===== src/rtl/core/box_overlap_suppression_assert.svh =====
// ----------------------------------------------------------------------------
// Assertion macros for the box overlap suppression block
// Each macro assumes a clock and a synchronous active-high reset argument.
// ----------------------------------------------------------------------------
`ifndef BOX_OVERLAP_SUPPRESSION_ASSERT_SVH
`define BOX_OVERLAP_SUPPRESSION_ASSERT_SVH

// Same-cycle implication
`define BOS_ASSERT_HOLDS(lbl, clk_i, rst_i, ante, cons, msg) \
  lbl: assert property (@(posedge clk_i) disable iff (rst_i) (ante) |-> (cons)) \
    else $error(msg);

// Next-cycle implication
`define BOS_ASSERT_NEXT(lbl, clk_i, rst_i, ante, cons, msg) \
  lbl: assert property (@(posedge clk_i) disable iff (rst_i) (ante) |=> (cons)) \
    else $error(msg);

`endif


===== src/rtl/core/bos_pkg.sv =====
// ----------------------------------------------------------------------------
// bos_pkg
// Shared types, widths and constants of the box overlap suppression block.
// ----------------------------------------------------------------------------
`default_nettype none

package bos_pkg;

  localparam int EDGE_W     = 18;
  localparam int SCORE_W    = 17;
  localparam int LABEL_W    = 8;
  localparam int THR_W      = 17;
  localparam int FRAME_W    = 13;
  localparam int INDEX_W    = 5;
  localparam int ROI_W      = 13;
  localparam int PCT_W      = 7;
  localparam int CFG_IDX_W  = 3;
  localparam int CFG_DATA_W = 17;
  localparam int THR_FRAC   = 16;

  localparam int MAX_BOXES_DEF  = 32;
  localparam int COORD_FRAC_DEF = 16;

  localparam logic [PCT_W-1:0]   PCT_SCALE    = 7'd100;
  localparam logic [ROI_W-1:0]   ROI_MAX      = 13'd8191;
  localparam logic [LABEL_W-1:0] PERSON_LABEL = 8'd0;

  // Register indexes
  localparam logic [CFG_IDX_W-1:0] REG_SCORE_THR   = 3'd0;
  localparam logic [CFG_IDX_W-1:0] REG_IOU_THR     = 3'd1;
  localparam logic [CFG_IDX_W-1:0] REG_CONTAIN_THR = 3'd2;
  localparam logic [CFG_IDX_W-1:0] REG_FRAME_W     = 3'd3;
  localparam logic [CFG_IDX_W-1:0] REG_FRAME_H     = 3'd4;

  // Register reset values
  localparam logic [THR_W-1:0]   SCORE_THR_RST   = 17'd19661;
  localparam logic [THR_W-1:0]   IOU_THR_RST     = 17'd26214;
  localparam logic [THR_W-1:0]   CONTAIN_THR_RST = 17'd62259;
  localparam logic [FRAME_W-1:0] FRAME_W_RST     = 13'd640;
  localparam logic [FRAME_W-1:0] FRAME_H_RST     = 13'd480;

  typedef enum logic [2:0] {
    ST_IDLE,
    ST_SCORE,
    ST_CMP,
    ST_DRAIN,
    ST_EMIT
  } bos_state_t;

  // One stored detection, edges as raw two's complement
  typedef struct packed {
    logic [EDGE_W-1:0]  top;
    logic [EDGE_W-1:0]  left;
    logic [EDGE_W-1:0]  bottom;
    logic [EDGE_W-1:0]  right;
    logic [SCORE_W-1:0] score;
    logic [LABEL_W-1:0] label;
  } bos_box_t;

  // One result request into the output pipeline
  typedef struct packed {
    bos_box_t           box;
    logic [INDEX_W-1:0] index;
    logic               none;
    logic               last;
  } bos_rec_t;

  function automatic logic signed [EDGE_W-1:0] edge_min(input logic [EDGE_W-1:0] a,
                                                         input logic [EDGE_W-1:0] b);
    return ($signed(a) < $signed(b)) ? $signed(a) : $signed(b);
  endfunction

  function automatic logic signed [EDGE_W-1:0] edge_max(input logic [EDGE_W-1:0] a,
                                                         input logic [EDGE_W-1:0] b);
    return ($signed(a) > $signed(b)) ? $signed(a) : $signed(b);
  endfunction

endpackage

`default_nettype wire


===== src/rtl/core/bos_result.sv =====
// ----------------------------------------------------------------------------
// bos_result
// Result pipeline: scales a surviving person box to a clamped pixel
// rectangle and a score in percent (else zeros); holds it until taken.
// ----------------------------------------------------------------------------
`default_nettype none

module bos_result import bos_pkg::*; #(
  parameter int COORD_FRAC_BITS = COORD_FRAC_DEF
) (
  input  logic               clk,
  input  logic               rst,
  input  logic               push,
  output logic               ready,
  input  bos_rec_t           rec,
  input  logic [FRAME_W-1:0] frame_w,
  input  logic [FRAME_W-1:0] frame_h,
  output logic               out_valid,
  input  logic               out_ready,
  output logic [INDEX_W-1:0] cand_index,
  output logic               none_kept,
  output logic               is_person,
  output logic [ROI_W-1:0]   roi_x,
  output logic [ROI_W-1:0]   roi_y,
  output logic [ROI_W-1:0]   roi_w,
  output logic [ROI_W-1:0]   roi_h,
  output logic [PCT_W-1:0]   score_percent,
  output logic               last_result
);

  localparam int PROD_W = EDGE_W + FRAME_W + 1;
  localparam int PIX_W  = PROD_W - COORD_FRAC_BITS;
  localparam int PCTP_W = SCORE_W + PCT_W;
  localparam int PCTR_W = PCTP_W - THR_FRAC;

  logic                     a_v, b_v;
  logic [INDEX_W-1:0]       a_idx, b_idx;
  logic                     a_none, b_none, a_last, b_last, a_pers, b_pers;
  logic signed [PROD_W-1:0] a_pl, a_pr, a_pt, a_pb;
  logic [PCTP_W-1:0]        a_pct;
  logic signed [PIX_W-1:0]  b_x0, b_x1, b_y0, b_y1;
  logic [PCTR_W-1:0]        b_pct;
  logic signed [PROD_W-1:0] x0w, x1w, y0w, y1w, w, h, fw, fh;
  logic                     rect_ok;
  logic [ROI_W-1:0]         x_cl, y_cl, w_cl, h_cl;
  logic [PCT_W-1:0]         pct_cl;

  assign ready = !out_valid || out_ready;

  // Truncate a scaled corner toward zero
  function automatic logic signed [PIX_W-1:0] to_pixel(input logic signed [PROD_W-1:0] p);
    logic signed [PROD_W-1:0] bias;
    logic signed [PROD_W-1:0] sum;
    bias = p[PROD_W-1] ? $signed(PROD_W'((1 << COORD_FRAC_BITS) - 1)) : '0;
    sum  = (p + bias) >>> COORD_FRAC_BITS;
    return sum[PIX_W-1:0];
  endfunction

  // Stage A: scale products
  always_ff @(posedge clk) begin
    if (ready) begin
      a_idx  <= rec.index;
      a_none <= rec.none;
      a_last <= rec.last;
      a_pers <= (rec.box.label == PERSON_LABEL) && !rec.none;
      a_pl   <= $signed(rec.box.left)   * $signed({1'b0, frame_w});
      a_pr   <= $signed(rec.box.right)  * $signed({1'b0, frame_w});
      a_pt   <= $signed(rec.box.top)    * $signed({1'b0, frame_h});
      a_pb   <= $signed(rec.box.bottom) * $signed({1'b0, frame_h});
      a_pct  <= rec.box.score * PCT_SCALE;
    end
  end

  // Stage B: pixel corners
  always_ff @(posedge clk) begin
    if (ready) begin
      b_idx  <= a_idx;
      b_none <= a_none;
      b_last <= a_last;
      b_pers <= a_pers;
      b_x0   <= to_pixel(a_pl);
      b_x1   <= to_pixel(a_pr);
      b_y0   <= to_pixel(a_pt);
      b_y1   <= to_pixel(a_pb);
      b_pct  <= a_pct[PCTP_W-1:THR_FRAC];
    end
  end

  // Rectangle size and clamps
  assign x0w = PROD_W'(b_x0);
  assign x1w = PROD_W'(b_x1);
  assign y0w = PROD_W'(b_y0);
  assign y1w = PROD_W'(b_y1);
  assign w   = x1w - x0w;
  assign h   = y1w - y0w;
  assign fw  = $signed(PROD_W'(frame_w));
  assign fh  = $signed(PROD_W'(frame_h));
  assign rect_ok = b_pers && !w[PROD_W-1] && !h[PROD_W-1];

  always_comb begin
    w_cl = (w > fw) ? frame_w : w[ROI_W-1:0];
    h_cl = (h > fh) ? frame_h : h[ROI_W-1:0];
    if (x0w[PROD_W-1]) begin
      x_cl = '0;
    end else if (x0w > $signed(PROD_W'(ROI_MAX))) begin
      x_cl = ROI_MAX;
    end else begin
      x_cl = x0w[ROI_W-1:0];
    end
    if (y0w[PROD_W-1]) begin
      y_cl = '0;
    end else if (y0w > $signed(PROD_W'(ROI_MAX))) begin
      y_cl = ROI_MAX;
    end else begin
      y_cl = y0w[ROI_W-1:0];
    end
    pct_cl = (b_pct > PCTR_W'(PCT_SCALE)) ? PCT_SCALE : PCT_W'(b_pct);
  end

  // Output register
  always_ff @(posedge clk) begin
    if (ready) begin
      cand_index    <= b_idx;
      none_kept     <= b_none;
      last_result   <= b_last;
      is_person     <= rect_ok;
      roi_x         <= rect_ok ? x_cl : '0;
      roi_y         <= rect_ok ? y_cl : '0;
      roi_w         <= rect_ok ? w_cl : '0;
      roi_h         <= rect_ok ? h_cl : '0;
      score_percent <= rect_ok ? pct_cl : '0;
    end
  end

  // Stage valids
  always_ff @(posedge clk) begin
    if (rst) begin
      a_v       <= 1'b0;
      b_v       <= 1'b0;
      out_valid <= 1'b0;
    end else if (ready) begin
      a_v       <= push;
      b_v       <= a_v;
      out_valid <= b_v;
    end
  end

endmodule

`default_nettype wire


===== config.mk =====
export PLATFORM = sky130hd
export DESIGN_NAME = bos_result
export DESIGN_NICKNAME = d
export VERILOG_FILES = /design/src/rtl/core/box_overlap_suppression_assert.svh /design/src/rtl/core/bos_pkg.sv /design/src/rtl/core/bos_result.sv
export SDC_FILE = /design/constraint.sdc
export NUM_CORES = 2
export LEC_CHECK = 0
export BUFFER_PORTS_ARGS = -buffer_cell sky130_fd_sc_hd__buf_2
export CELL_PAD_IN_SITES_DETAIL_PLACEMENT = 1
export CELL_PAD_IN_SITES_GLOBAL_PLACEMENT = 2
export CORE_MARGIN = 5
export CORE_UTILIZATION = 38
export CTS_BUF_LIST = sky130_fd_sc_hd__clkbuf_4 sky130_fd_sc_hd__clkbuf_8 sky130_fd_sc_hd__clkbuf_16
export CTS_CLUSTER_SIZE = 14
export DETAILED_ROUTE_END_ITERATION = 8
export GPL_TIMING_DRIVEN = 0
export PLACE_DENSITY = 0.82
export SLEW_MARGIN = 0
export SYNTH_ARGS = -nofsm -noshare
export SYNTH_HDL_FRONTEND = slang
export SYNTH_SLANG_ARGS = --single-unit

===== constraint.sdc =====
create_clock -name clk -period 14.1 [get_ports clk]
set_input_delay 3.525 -clock clk [delete_from_list [all_inputs] [get_ports clk]]
set_output_delay 3.525 -clock clk [all_outputs]
set_load 0.02 [all_outputs]

==> reports/qor.yml <==
detailed_routing:
  viasPerCell: 5.04
  drt_pass1_iterations: 5
  ant_nets: 0
  wl_per_cell_um: 20.7
  drc_errors: 0
  wirelength_um: 150000
  dr_total_vias: 36612
  drt_iter0_markers: 1756
timing:
  rsz0062_at_grt: "no"
  tns_ps: 0
  timing.final.crit_share: 0.782
  slew_viol_final: 0
  fin_crit_ps: 11030
  fin_worst_skew_ps: 30.5
  finalHoldViolations: 0
  setup_viol: 0
  slew_headroom: 0.0147
  worst_slew_pin_slew_ps: 1480
  timing.fmax_mhz: 90.7
cts:
  clkSlewWorstSetupHoldPaths_ps: 50
  cts_buffer_depth: 3
  cts_setup_buffers: 0
  numCtsBuffers: 38
  cts-root-buf: "clkbuf_16"
  ctsHoldBuffers: 0
  clock_latency_ps: 570
  htree_levels: 2
  cts_sinks: 294
  cts_tree: "yes"
  cts_resized: 0
die:
  die_area_mm2: 0.141
  start_util: 0.382
  core_area_mm2: 0.133
  row_count: 134
  die_w_um: 376
  ios: 203
  die_y_um: 376
synth:
  syn-mean-instance-area_um2: 9.68
  yosysWarningCount: 0
  synth_edf_count: 291
  synth_cell_types: 75
  ys_async_sr_fraction: 0
  synth_ff_type: "edfxtp_1"
  synth.yosys.seq_area_share: 0.173
  syn-num-nets: 6775
  ys_seq_elements: 294
  synthesis.area_mm2: 0.0508
  syn_inst: 5249
global_routing:
  gr-usage-all-layers: 0.217
  gr-total-overflow: 0
  antenna_found_initial: 7
  grt_pass1_wl_um: 238000
  first_global_vias: 41729
  grt_max_degree: 72
setup_path:
  cpMostUsedCell: "fa_1"
  reg2reg_depth: 22
  cp-end-kind: "flip-flop"
  crit_slowest_cell: "clkbuf_1"
  crit_path_max_incr_delay_ps: 1050
  crit_required_ps: 14390
  path_cells: "clkbuf_1, clkbuf_1, nand2_1, fa_1, fa_1, fa_1, inv_1, fa_1, fa_1, inv_1, fa_1, inv_1, ha_1, clkbuf_1, a21o_1, a21o_1, a211oi_1, o21bai_1, a31oi_1, a21oi_1, o21ai_0, o311ai_0, a21oi_1, xnor2_1"
  crit_arrival_ps: 11320
  cp-start-kind: "primary input"
  crit_path_max_fanout: 10
  path_class: "primary input to flip-flop"
cells_and_area:
  final_common_cell: "inv_1"
  final_cell_mix: "inv_1 (1222), fa_1 (909), nand2_1 (595)"
  area_growth_pct: 8.88
  drive_gt1_frac: 0.0520
  nets: 6997
min_path:
  holdCritPathClass: "flip-flop to flip-flop"
  whs_path_depth: 0
placement:
  gp_congestion: 0.876
  dp_hpwl_um: 126000
  io_buffers: 178
run_status:
  status: "finished, final reports clean"
job:
  maxCapViolCount: 0
-- metal layers --
layer | GRT usage | wire (µm)
met5 | 0 | 0
met4 | 0.0569 | 4790
met3 | 0.0334 | 7380
met2 | 0.389 | 75500
met1 | 0.274 | 62800
-- area by class of cell --
type,count,area (µm²)
clock buffer,45,1000
sequential,294,8800
tap,1768,2210
timing repair buffer,182,1000
antenna,2,5.00
multi-input combinational,3533,36600
buffer,200,774
inverter,1222,4590
clock inverter,22,274
fill,15318,77800
-- state kept, by name, summed over array words and instances, names as in the netlist, 5 cells and up --
register       cells
roi_h             13
score_percent      7
b_x0              16
roi_w             13
cand_index         5
roi_y             13
b_x1              16
b_idx              5
a_pl              32
a_pb              32
b_pct              8
a_pr              32
a_idx              5
a_pt              32
roi_x             13
b_y0              16
b_y1              16
a_pct              8
-- logic make-up (layout without fill, tap and decap cells) --
family | Yosys count | after routing | synth area share
AOI/OAI and AO/OA | 515 | 515 | 0.0691
xor gates and xnor gates | 227 | 227 | 0.0391
adders and majority gates | 1392 | 1392 | 0.477
buffers and inverters | 1422 | 1671 | 0.106
DFF | 294 | 294 | 0.173
muxes | 9 | 9 | 0.00182
other | 0 | 2 | 0
and+or+nand+nor | 1390 | 1390 | 0.134
-- synthesized netlist by cell type, types with 8 or more instances --
library cell	count	area, µm²
a21oi_1	123	616
a31oi_1	8	50.1
buf_2	10	50.1
o21a_1	62	465
nor2_1	142	533
ha_1	483	6040
fa_1	909	18200
xnor2_1	184	1610
clkbuf_1	186	698
and4_1	9	78.8
a211oi_1	12	90.1
a31o_2	8	70.1
nor3_1	32	160
o31ai_1	15	113
inv_1	1222	4590
o211ai_1	21	158
a21o_1	86	646
xor2_1	43	377
nor2b_1	25	156
edfxtp_1	291	8740
o21ai_0	78	390
nand2_1	595	2230
and3_1	22	138
and2_1	447	2800
nand2b_1	25	156
nand4_1	18	113
nand3_1	51	255
o21bai_1	19	143
o41ai_1	13	114
-- per-stage QoR --
stage          hold slack, ps  area [µm²]   util  setup WS, ps  instances
2_1_floorplan             400       50800      -          3280       5249
3_3_place_gp              401       53900  0.405           827       7195
3_5_place_dp              405       54000  0.406          2480       7199
4_1_cts                   419       55300  0.415          3030       7266
5_1_grt                   422       55300  0.415          2640       7266
6_report                  417       55300  0.415          3070       7268
-- final timing paths --
| kind | slack [ps] | end | start |
|---|---|---|---|
| worst max-delay path | 3070 | a_pb[31] | frame_h[6] |
| worst min register to register | 420 | b_idx[4] | a_idx[4] |
| worst min-delay path | 420 | b_idx[4] | a_idx[4] |
| worst max register to register | 9150 | roi_w[11] | b_x0[0] |
-- critical path: cells and delay by family --
kind                     cells  cell delay [ps]
adder cells (fa/ha/maj)      7             3320
buffers and inverters        6             2200
AND/OR/NAND/NOR              1              180
AO/OA/AOI/OAI                9             1920
XOR/XNOR                     1              160
Power is not shown: default switching activity piles up to over one toggle a cycle in this logic, so the estimate is an artifact.
